### config.mk
export PLATFORM = sky130hd
export DESIGN_NAME = point_pair_velocity_3d
export DESIGN_NICKNAME = d
export VERILOG_FILES = /design/src/sv/ppv3_pkg.sv /design/src/sv/point_pair_velocity_3d.sv
export SDC_FILE = /design/constraint.sdc
export NUM_CORES = 2
export LEC_CHECK = 0
export BUFFER_PORTS_ARGS = -buffer_cell sky130_fd_sc_hd__buf_4
export CORE_MARGIN = 4
export CORE_UTILIZATION = 40
export CTS_BUF_LIST = sky130_fd_sc_hd__clkbuf_16
export DETAILED_ROUTE_END_ITERATION = 6
export GPL_ROUTABILITY_DRIVEN = 0
export GPL_TIMING_DRIVEN = 0
export SYNTH_ARGS = -nofsm -noshare
export SYNTH_HDL_FRONTEND = slang
export SYNTH_SLANG_ARGS = --single-unit
### constraint.sdc
create_clock -name clk -period 15.15 [get_ports clk]
set_input_delay 0.7575 -clock clk [delete_from_list [all_inputs] [get_ports clk]]
set_output_delay 0.7575 -clock clk [all_outputs]
set_load 0.03 [all_outputs]
### src/sv/ppv3_pkg.sv
`default_nettype none

package ppv3_pkg;

  // Fixed widths of the transaction fields
  localparam int FIELD_BITS     = 32;
  localparam int VEL_BITS       = 48;
  localparam int VEL_FRAC       = 8;
  localparam int COORD_BITS_DEF = 32;

  // Result status codes
  localparam logic [1:0] STATUS_OK      = 2'd0;
  localparam logic [1:0] STATUS_ZERO_DT = 2'd1;
  localparam logic [1:0] STATUS_SAT     = 2'd2;

  // Saturation limits of the signed Q40.8 velocity
  localparam logic [VEL_BITS-1:0] VEL_MAX_POS = {1'b0, {(VEL_BITS-1){1'b1}}};
  localparam logic [VEL_BITS-1:0] VEL_MIN_NEG = {1'b1, {(VEL_BITS-1){1'b0}}};

  typedef struct packed {
    logic                         path_start;
    logic signed [FIELD_BITS-1:0] x_coord;
    logic signed [FIELD_BITS-1:0] y_coord;
    logic signed [FIELD_BITS-1:0] z_coord;
    logic        [FIELD_BITS-1:0] timestamp;
  } point_t;

  typedef struct packed {
    logic signed [VEL_BITS-1:0] velocity;
    logic        [1:0]          status;
  } result_t;

endpackage

`default_nettype wire

### src/sv/point_pair_velocity_3d.sv
// Flow: a first point (or path start) is stored with no result; a zero time step goes
//   straight to the result state, and any other point first runs the squares, root and
//   divide. A new point is taken only in the idle state, after the last result is loaded;
//   the result waits while the output stalls. One shared add/subtract unit runs squares,
//   root and divide in turn.
// Reset (synchronous, active high) clears the stored point, drops any pending result.
`default_nettype none

module point_pair_velocity_3d #(
  parameter int COORD_BITS = ppv3_pkg::COORD_BITS_DEF
) (
  input  wire logic              clk,
  input  wire logic              rst,
  input  wire logic              point_valid,
  output logic                   point_stall,
  input  wire ppv3_pkg::point_t  point,
  output logic                   result_valid,
  input  wire logic              result_stall,
  output ppv3_pkg::result_t      result
);

  import ppv3_pkg::*;

  // Derived widths
  localparam int DW  = COORD_BITS + 1;         // magnitude of a coordinate difference
  localparam int SW  = 2 * COORD_BITS + 2;     // sum of three squares, also the adder width
  localparam int RW  = SW + 2 * VEL_FRAC;      // radicand in Q.16
  localparam int QW  = RW / 2;                 // root and quotient
  localparam int CW  = $clog2(QW);
  localparam int TW  = FIELD_BITS;             // time step magnitude
  localparam int MW  = QW + VEL_BITS;          // magnitude compare width
  localparam int NUM_AXES = 3;

  localparam logic [1:0] AXIS_X = 2'd0;
  localparam logic [1:0] AXIS_Y = 2'd1;
  localparam logic [1:0] AXIS_Z = 2'd2;

  typedef enum logic [5:0] {
    ST_IDLE = 6'b000001,
    ST_LOAD = 6'b000010,
    ST_SQ   = 6'b000100,
    ST_ROOT = 6'b001000,
    ST_DIV  = 6'b010000,
    ST_DONE = 6'b100000
  } state_t;

  state_t                  state;
  logic                    have_prev;
  logic [COORD_BITS-1:0]   prev_x, prev_y, prev_z;
  logic [COORD_BITS-1:0]   cur_x, cur_y, cur_z;
  logic [TW-1:0]           prev_t;
  logic [TW-1:0]           adt;
  logic                    dt_neg;
  logic                    dt_zero;
  logic [1:0]              axis;
  logic [CW-1:0]           cnt;
  logic [SW-1:0]           mcand;
  logic [DW-1:0]           mplier;
  logic [SW-1:0]           acc;
  logic [RW-1:0]           rad;
  logic [QW+1:0]           rem;
  logic [QW-1:0]           root;
  logic [TW:0]             drem;

  logic                    point_take;
  logic                    result_take;
  logic                    result_free;
  logic [COORD_BITS-1:0]   in_x, in_y, in_z;
  logic [TW:0]             dtw;
  logic [COORD_BITS:0]     diff;
  logic [DW-1:0]           ad;
  logic [QW+1:0]           root_r2;
  logic [TW:0]             div_r2;
  logic [SW-1:0]           add_a, add_b;
  logic                    add_sub;
  logic [SW:0]             add_y;
  logic                    borrow;
  logic [MW-1:0]           magx;
  result_t                 res_next;

  assign point_take  = point_valid && !point_stall;
  assign result_take = result_valid && !result_stall;
  assign result_free = !result_valid || !result_stall;
  assign point_stall = (state != ST_IDLE);

  // Narrow or widen the coordinates to the working width
  assign in_x = COORD_BITS'(point.x_coord);
  assign in_y = COORD_BITS'(point.y_coord);
  assign in_z = COORD_BITS'(point.z_coord);

  // Signed 33-bit time step
  assign dtw = {1'b0, point.timestamp} - {1'b0, prev_t};

  // Absolute coordinate difference of the current axis
  always_comb begin
    case (axis)
      AXIS_X:  diff = {cur_x[COORD_BITS-1], cur_x} - {prev_x[COORD_BITS-1], prev_x};
      AXIS_Y:  diff = {cur_y[COORD_BITS-1], cur_y} - {prev_y[COORD_BITS-1], prev_y};
      default: diff = {cur_z[COORD_BITS-1], cur_z} - {prev_z[COORD_BITS-1], prev_z};
    endcase
    ad = diff[COORD_BITS] ? (~diff + 1'b1) : diff;
  end

  // Trial values of the square root and divide steps
  assign root_r2 = {rem[QW-1:0], rad[RW-1 -: 2]};
  assign div_r2  = {drem[TW-1:0], root[QW-1]};

  // Shared add/subtract unit
  always_comb begin
    add_a   = acc;
    add_b   = mplier[0] ? mcand : '0;
    add_sub = 1'b0;
    unique case (state)
      ST_ROOT: begin
        add_a   = SW'(root_r2);
        add_b   = SW'({root, 2'b01});
        add_sub = 1'b1;
      end
      ST_DIV: begin
        add_a   = SW'(div_r2);
        add_b   = SW'({1'b0, adt});
        add_sub = 1'b1;
      end
      default: begin
        add_a   = acc;
        add_b   = mplier[0] ? mcand : '0;
        add_sub = 1'b0;
      end
    endcase
    add_y = {1'b0, add_a} + (add_sub ? ~{1'b0, add_b} : {1'b0, add_b}) + (SW+1)'(add_sub);
  end

  assign borrow = add_y[SW];

  // Saturate and sign the quotient
  always_comb begin
    magx = MW'(root);
    res_next.velocity = '0;
    res_next.status   = STATUS_OK;
    if (dt_zero) begin
      res_next.status = STATUS_ZERO_DT;
    end else if (!dt_neg) begin
      if (magx > MW'(VEL_MAX_POS)) begin
        res_next.velocity = VEL_MAX_POS;
        res_next.status   = STATUS_SAT;
      end else begin
        res_next.velocity = VEL_BITS'(root);
      end
    end else begin
      if (magx > MW'(VEL_MIN_NEG)) begin
        res_next.velocity = VEL_MIN_NEG;
        res_next.status   = STATUS_SAT;
      end else begin
        res_next.velocity = ~VEL_BITS'(root) + 1'b1;
      end
    end
  end

  // Sequencer and datapath registers
  always_ff @(posedge clk) begin
    if (rst) begin
      state        <= ST_IDLE;
      have_prev    <= 1'b0;
      prev_x       <= '0;
      prev_y       <= '0;
      prev_z       <= '0;
      prev_t       <= '0;
      result_valid <= 1'b0;
    end else begin
      if (result_take && state != ST_DONE) begin
        result_valid <= 1'b0;
      end
      unique case (state)
        ST_IDLE: begin
          if (point_take) begin
            prev_t    <= point.timestamp;
            have_prev <= 1'b1;
            dt_neg    <= dtw[TW];
            adt       <= dtw[TW] ? TW'(~dtw + 1'b1) : dtw[TW-1:0];
            dt_zero   <= (dtw == '0);
            cur_x     <= in_x;
            cur_y     <= in_y;
            cur_z     <= in_z;
            axis      <= AXIS_X;
            acc       <= '0;
            if (point.path_start || !have_prev || dtw == '0) begin
              // store the point at once
              prev_x <= in_x;
              prev_y <= in_y;
              prev_z <= in_z;
              if (!point.path_start && have_prev) begin
                state <= ST_DONE;
              end
            end else begin
              state <= ST_LOAD;
            end
          end
        end
        ST_LOAD: begin
          mcand  <= SW'(ad);
          mplier <= ad;
          cnt    <= '0;
          state  <= ST_SQ;
        end
        ST_SQ: begin
          // one multiplier bit a cycle
          acc    <= add_y[SW-1:0];
          mcand  <= mcand << 1;
          mplier <= mplier >> 1;
          if (cnt == CW'(DW - 1)) begin
            if (axis == 2'(NUM_AXES - 1)) begin
              rad    <= {add_y[SW-1:0], {(2*VEL_FRAC){1'b0}}};
              rem    <= '0;
              root   <= '0;
              cnt    <= '0;
              prev_x <= cur_x;
              prev_y <= cur_y;
              prev_z <= cur_z;
              state  <= ST_ROOT;
            end else begin
              axis  <= axis + 1'b1;
              state <= ST_LOAD;
            end
          end else begin
            cnt <= cnt + 1'b1;
          end
        end
        ST_ROOT: begin
          // one root bit a cycle
          rad  <= rad << 2;
          rem  <= borrow ? root_r2 : add_y[QW+1:0];
          root <= {root[QW-2:0], ~borrow};
          if (cnt == CW'(QW - 1)) begin
            cnt   <= '0;
            drem  <= '0;
            state <= ST_DIV;
          end else begin
            cnt <= cnt + 1'b1;
          end
        end
        ST_DIV: begin
          // one quotient bit a cycle, dividend shifted out of root
          drem <= borrow ? div_r2 : add_y[TW:0];
          root <= {root[QW-2:0], ~borrow};
          cnt  <= cnt + 1'b1;
          if (cnt == CW'(QW - 1)) begin
            state <= ST_DONE;
          end
        end
        ST_DONE: begin
          if (result_free) begin
            result       <= res_next;
            result_valid <= 1'b1;
            state        <= ST_IDLE;
          end
        end
        default: state <= ST_IDLE;
      endcase
    end
  end

  // Saturated results carry a limit value
  a_sat_limit: assert property (@(posedge clk) disable iff (rst)
    (result_valid && result.status == STATUS_SAT) |->
      (result.velocity == VEL_MAX_POS || result.velocity == VEL_MIN_NEG))
    else $error("saturated result without limit velocity");

  // Zero time step yields zero velocity
  a_zero_dt: assert property (@(posedge clk) disable iff (rst)
    (result_valid && result.status == STATUS_ZERO_DT) |-> (result.velocity == '0))
    else $error("zero time step with non-zero velocity");

  // A path start produces no work
  a_path_start: assert property (@(posedge clk) disable iff (rst)
    (point_take && point.path_start) |=> (state == ST_IDLE))
    else $error("path start point entered the datapath");

  // Step counter stays within the root and quotient width
  a_cnt_range: assert property (@(posedge clk) disable iff (rst)
    (state == ST_ROOT || state == ST_DIV) |-> (cnt <= CW'(QW - 1)))
    else $error("step counter out of range");

  // A result is loaded only from the final state
  a_result_src: assert property (@(posedge clk) disable iff (rst)
    $rose(result_valid) |-> ($past(state) == ST_DONE))
    else $error("result raised outside the final state");

endmodule

`default_nettype wire
# Word-level counts from Yosys, hierarchy flattened
# Cells that the tools add are included.
op_classes:
  add_sub_neg: 11
  n_eq_ne: 22
  n_mux: 62
  bitwise: 7
  reduce_logical: 34
ops:
  columns: ["op", "count"]
  rows:
  - ["66-bit one-hot mux with 2 select lines", 4]
  - ["32-bit two-way mux", 15]
  - ["32-bit one-hot mux with 2 select lines", 4]
  - ["41-bit two-way mux", 6]
  - ["82-bit two-way mux", 2]
  - ["41-bit one-hot mux with 2 select lines", 2]
  - ["82-bit one-hot mux with 2 select lines", 1]
  - ["66-bit two-way mux", 2]
  - ["33-bit one-hot mux with 2 select lines", 2]
  - ["32-bit by 32-bit subtractor with 33-bit output", 4]
  - ["66-bit by 67-bit adder with 67-bit output", 1]
  - ["67-bit by 1-bit adder with 67-bit output", 1]
  - ["67-bit two-way mux", 1]
  - ["66-bit NOT with 67-bit output", 1]
  - ["6-bit two-way mux", 10]
  - ["48-bit by 1-bit adder with 48-bit output (second input constant)", 1]
  - ["41-bit NOT with 48-bit output", 1]
  - ["6-bit one-hot mux with 6 select lines", 1]
  - ["33-bit by 1-bit adder with 33-bit output (second input constant)", 1]
  - ["33-bit zero test", 1]
  - ["33-bit two-way mux", 1]
  - ["33-bit NOT", 1]
  - ["32-bit by 1-bit adder with 32-bit output (second input constant)", 1]
  - ["32-bit NOT", 1]
  - ["other kinds (32)", 71]
totals:
  ff_bits: 685
  input_bits: 133
  output_inout_bits: 52

# Logic depth before layout (Yosys ltp)
depth:
  ltp_word: 9
  ltp_mapped: 24

# Worst setup path after synthesis
# OpenSTA, ideal clock, no wires.
synth_path:
  kind: "input -> register"
  startpoint: "input rst"
  endpoint: "register adt[0] (enable)"
  arrival_time_ps: 6768
  t_required_ps: 14529
  setup_slack_ps: 7760
  path_stages: 4
  path_buffers: 3
  path_cell_list: "clkbuf_1 > clkbuf_1 > buf_1 > nor2_1"
synth_via:
  elab_chain_cells: 2
synth_lines:
  columns: ["item", "line", "source"]
  rows:
  - ["start: declaration", "point_pair_velocity_3d.sv:13", "input wire logic rst,"]
  - ["1-bit NOT (no source line)", null, null]
  - ["3-bit AND reduction (no source line)", null, null]
  - ["end signal: assignment", "point_pair_velocity_3d.sv:179", "adt <= dtw[TW] ? TW'(~dtw + 1'b1) : dtw[TW-1:0];"]
  - ["end: declaration", "point_pair_velocity_3d.sv:52", "logic [TW-1:0] adt;"]
# Every way passes these cells.
# A chain may end at the register's enable or synchronous reset.

# Final worst setup path
layout_path:
  startpoint: "register state[4]"
  endpoint: "register rem[38] (data pin)"
layout_via:
  elab_chain_cells: 8
  word_cells_on_any_way: 13
  classes_between: "2 x add/sub; 3 x eq/ne; 6 x mux; 1 x bitwise; 1 x reduce/logical"
layout_lines:
  columns: ["item", "line", "source"]
  rows:
  - ["start: declaration", "point_pair_velocity_3d.sv:47", "state_t state;"]
  - ["start signal: assignment", "point_pair_velocity_3d.sv:162", "state <= ST_IDLE;"]
  - ["start signal: assignment", "point_pair_velocity_3d.sv:192", "state <= ST_DONE;"]
  - ["start signal: assignment", "point_pair_velocity_3d.sv:195", "state <= ST_LOAD;"]
  - ["6-bit by 5-bit equality test with 1-bit output or 6-bit by 4-bit equality test with 1-bit output (tied branches)", "point_pair_velocity_3d.sv:113, point_pair_velocity_3d.sv:173", null]
  - ["66-bit one-hot mux with 2 select lines or 2-bit OR reduction (tied branches)", null, null]
  - ["66-bit NOT with 67-bit output or 1-bit two-way mux (tied branches)", "point_pair_velocity_3d.sv:130, point_pair_velocity_3d.sv:113", null]
  - ["67-bit two-way mux", "point_pair_velocity_3d.sv:130", "add_y = {1'b0, add_a} + (add_sub ? ~{1'b0, add_b} : {1'b0, add_b}) + (SW+1)'(add_sub);"]
  - ["66-bit by 67-bit adder with 67-bit output", "point_pair_velocity_3d.sv:130", null]
  - ["67-bit by 1-bit adder with 67-bit output", "point_pair_velocity_3d.sv:130", null]
  - ["41-bit two-way mux", "point_pair_velocity_3d.sv:231", "rem <= borrow ? root_r2 : add_y[QW+1:0];"]
  - ["41-bit one-hot mux with 2 select lines (*)", "point_pair_velocity_3d.sv:173", "unique case (state)"]
  - ["end signal: assignment", "point_pair_velocity_3d.sv:231", null]
  - ["end: declaration", "point_pair_velocity_3d.sv:61", "logic [QW+1:0] rem;"]
# Every way passes the cells marked *; elsewhere a longest branch is shown, timed or not.

==> summary.md <==
| Metric | Value |
|---|---|
| CP startpoint kind | flop |
| Largest cells by area after synthesis | edfxtp_1 38%, dfxtp_1 6.5%, ha_1 6.0%, a21oi_1 5.7%, nand2_1 5.5% |
| Clock sinks | 668 |
| CP startpoint | state[4] |
| Clk slew on worst S/H paths | around 0.070 ns |
| Power density cells | approximately 140 mW/mm^2 |
| Number of global-route vias before repair | 34000 |
| Crit. End Element | flop |
| Worst reg2reg setup slack | ~6.1 ns |
| Minimum clock period | ~9 ns |
| Tcrit/Tclk final | 0.596 |
| Fmax | ~110 MHz |
| R2R cell count | 24 |
| Share of the synthesized area in the top cell type | 0.382 |
| EDFF count, synth | around 530 |
| Drc violations | 0 |
| Top_reg_cell synth | edfxtp_1 |
| Detailed placer's ending HPWL | ~100000 um |
| Initial antenna violation count | 4 |
| Post-CTS Setup Inserts | 0 |
| Worst path cell trace | clkbuf_1 -> or4_1 -> nor3b_1 -> clkbuf_1 -> clkbuf_1 -> clkbuf_1 -> a22oi_1 -> nand2_1 -> ha_1 -> clkbuf_1 -> a21o_1 -> a21o_1 -> a21oi_1 -> o31ai_1 -> a211oi_1 -> o21bai_1 -> a21oi_1 -> nor2b_1 -> o21ai_0 -> a21o_1 -> clkbuf_1 -> clkbuf_1 -> nand2_1 -> a21oi_1 |
| Post-layout total power | about 7000 uW |
| Mapped Nets | ~4800 |
| Maximum fanout along the worst path | 10 |
| Yosys Warn Count | 0 |
| Port Buf Inserts | roughly 180 |
| Skew-Pair Late Insertion Delay | approximately 0.66 ns |
| Final Util | 0.461 |
| Most common cell in the netlist | nand2_1 |
| Req. time, crit path | ~16 ns |
| Most frequent cells after synthesis | 609 x nand2_1, 532 x edfxtp_1, 477 x a21oi_1 |
| Worst hold slack | 0.279 ns |
| Distinct cell type count of the synthesized netlist | slightly below 100 |
| Most frequent CP cell | clkbuf_1 |
| Largest net degree at the start of global routing | 38 |
| Hold depth | 1 |
| I/O Pins | 185 |
| Mapped cell area | about 0.042 mm^2 |
| Max stage delay on crit path | around 1.1 ns |
| Final nets | 5089 |
| Die Span X | between 300 and 400 um |
| GRT Overall Usage | 0.230 |
| IR Drop Worst-Case VDD | 116 uV |
| Setup violators final | 0 |
| DIE AREA | 0.110 mm^2 |
| CTS root buffer | clkbuf_16 |
| Global-route wire length before repair | 201000 um |
| Hold buffers post-CTS | 0 |
| Asr flop ratio synth | 0 |
| Hold_sp | point[107] |
| H-tree levels | 3 |
| Setup TNS | 0 ns |
| CTS Buf Count | between 70 and 80 |
| Routed WL | between 100000 and 150000 um |
| Die Ht | 332 um |
| Area grow syn2layout | 14.4% |
| Register bit total from synthesis | between 600 and 700 |
| Register area share after synthesis | 0.447 |
| GR Overflow Total | 0 |
| Outcome | finished clean |
| Max transition margin | 0.0709 |
| Clock Path Buffers | 3 |
| Reg2reg end | rem[38] |
| Fin. Hold Viols | 0 |
| Post-Syn Area per Cell | 9.37 um^2 |
| CTS tree | built |
| Crit-path slowest cell | a211oi_1 |
| RSZ-0062 raised after global routing | no |
| Critical path class | flop to flop |
| Worst slew pin tran | roughly 1.4 ns |
| # rows | approximately 120 |
| WHS Endpoint | cur_x[11] |
| DR vias | between 30000 and 40000 |
| R2r startpoint | state[4] |
| Hold Path Class | input pin to flop |
| Layout cells sized above 1 | 0.102 |
| Worst EP arrival | about 9.5 ns |
| Vias/cell | approximately 5.7 |
| Detailed Route Iter0 Violations | 3311 |
| CTS resizes | 0 |
| DR WL/cell | 21.4 um |
| Clock skew | approximately 0.025 ns |
| Max-Cap Viols | 0 |
| Antenna-violating nets left | 0 |
| Total core area | around 0.10 mm^2 |
| Yosys top cell by area | edfxtp_1 |
| Drt pass-1 iters | 6 |
| Slew Limit Fails | 0 |
| Initial core utilization | 0.403 |
| Cells after synthesis | about 4500 |
| Static leakage | between 0.015 and 0.02 uW |
==> metal layers <==
metal / vias to the layer above / routed length (um) / global-route usage
met5: - / 0 / 0
met4: 0 / 6580 / 0.102
met3: 277 / 7610 / 0.0320
met2: 1181 / 61000 / 0.378
met1: 17000 / 57300 / 0.304
li1: 16900 / - / -
==> layout make-up <==
class / instances / area, um^2
Buffer: 274 / 1080
Sequential cell: 668 / 18700
Antenna cell: 1 / 2.50
Multi-Input combinational cell: 3332 / 21400
Tap cell: 1380 / 1730
Clock buffer: 78 / 1950
Inverter: 192 / 721
Fill cell: 9925 / 55900
Timing Repair Buffer: 204 / 1770
Clock inverter: 65 / 494
==> cells by family after synthesis <==
group | after synthesis | synth area share
multiplexers | 121 | 0.0293
flip-flops | 668 | 0.447
AND/OR/NAND/NOR | 1433 | 0.162
adder cells (fa/ha/maj) | 207 | 0.0628
XOR/XNOR | 243 | 0.0508
buffers and inverters | 466 | 0.0429
other | 1 | 0.0000896
AO/OA/AOI/OAI | 1327 | 0.206
==> power breakdown <==
part	internal, uW	switching, uW
logic	965	1690
registers	2250	69.5
clock network	1010	820
==> layout by cell type, fill, tap and decap left out, types with 17 or more instances in the layout <==
master	n
nand2b_1	64
and3_1	55
a31o_2	101
clkbuf_1	237
inv_1	211
or3_1	19
a21oi_1	473
nand2_1	609
xor2_1	134
nor4_1	19
o21a_1	32
nor2_1	286
o31ai_1	29
nor3_1	58
clkbuf_16	78
mux2i_1	110
nor2b_1	26
o21ai_0	210
nand3_1	56
a31oi_1	34
a221oi_1	45
a211oi_1	31
dfxtp_1	136
a21o_1	117
a22oi_1	36
buf_4	185
edfxtp_1	532
and2_1	100
nand4_1	50
xnor2_1	109
o211ai_1	21
ha_1	202
o21bai_1	32
nand3b_1	17
buf_1	22
==> worst max-delay path by stage <==
stage	endpoint	slack [ns]	depth (start not counted)
finish	rem[38]	6.12	24
global route	rem[38]	5.74	24
CTS	rem[38]	6.24	24
detailed placement	rem[38]	6.29	24
global placement	cur_y[26]	3.47	4
floorplan	adt[0]	7.76	4
==> through the flow <==
step / instance area (um^2) / instances / worst slack (ns)
6_report: 47900 / 6194 / 6.12
5_1_grt: 47900 / 6194 / 5.74
4_1_cts: 47900 / 6193 / 6.24
3_5_place_dp: 45400 / 6050 / 6.29
3_3_place_gp: 45000 / 6028 / 3.47
2_1_floorplan: 41900 / 4466 / 7.76
==> registers in the layout, indices dropped and copies added, names as in the netlist, 2 cells and up <==
signal / count
cur_x: 32
mcand: 66
root: 41
drem: 32
prev_x: 32
cur_z: 32
prev_t: 32
prev_z: 32
rad: 66
result: 49
adt: 32
cnt: 6
state: 6
mplier: 33
cur_y: 32
axis: 2
rem: 41
prev_y: 32
acc: 66
==> critical path, delay by kind of cell, from the launching register on <==
kind	cells	cell delay, ns
AOI/OAI and AO/OA	11	3.38
adders and majority gates	1	0.25
buffers and inverters	7	3.47
DFF	1	0.30
and+or+nand+nor	5	1.41
No activity file was read; power rests on OpenSTA's default activity.
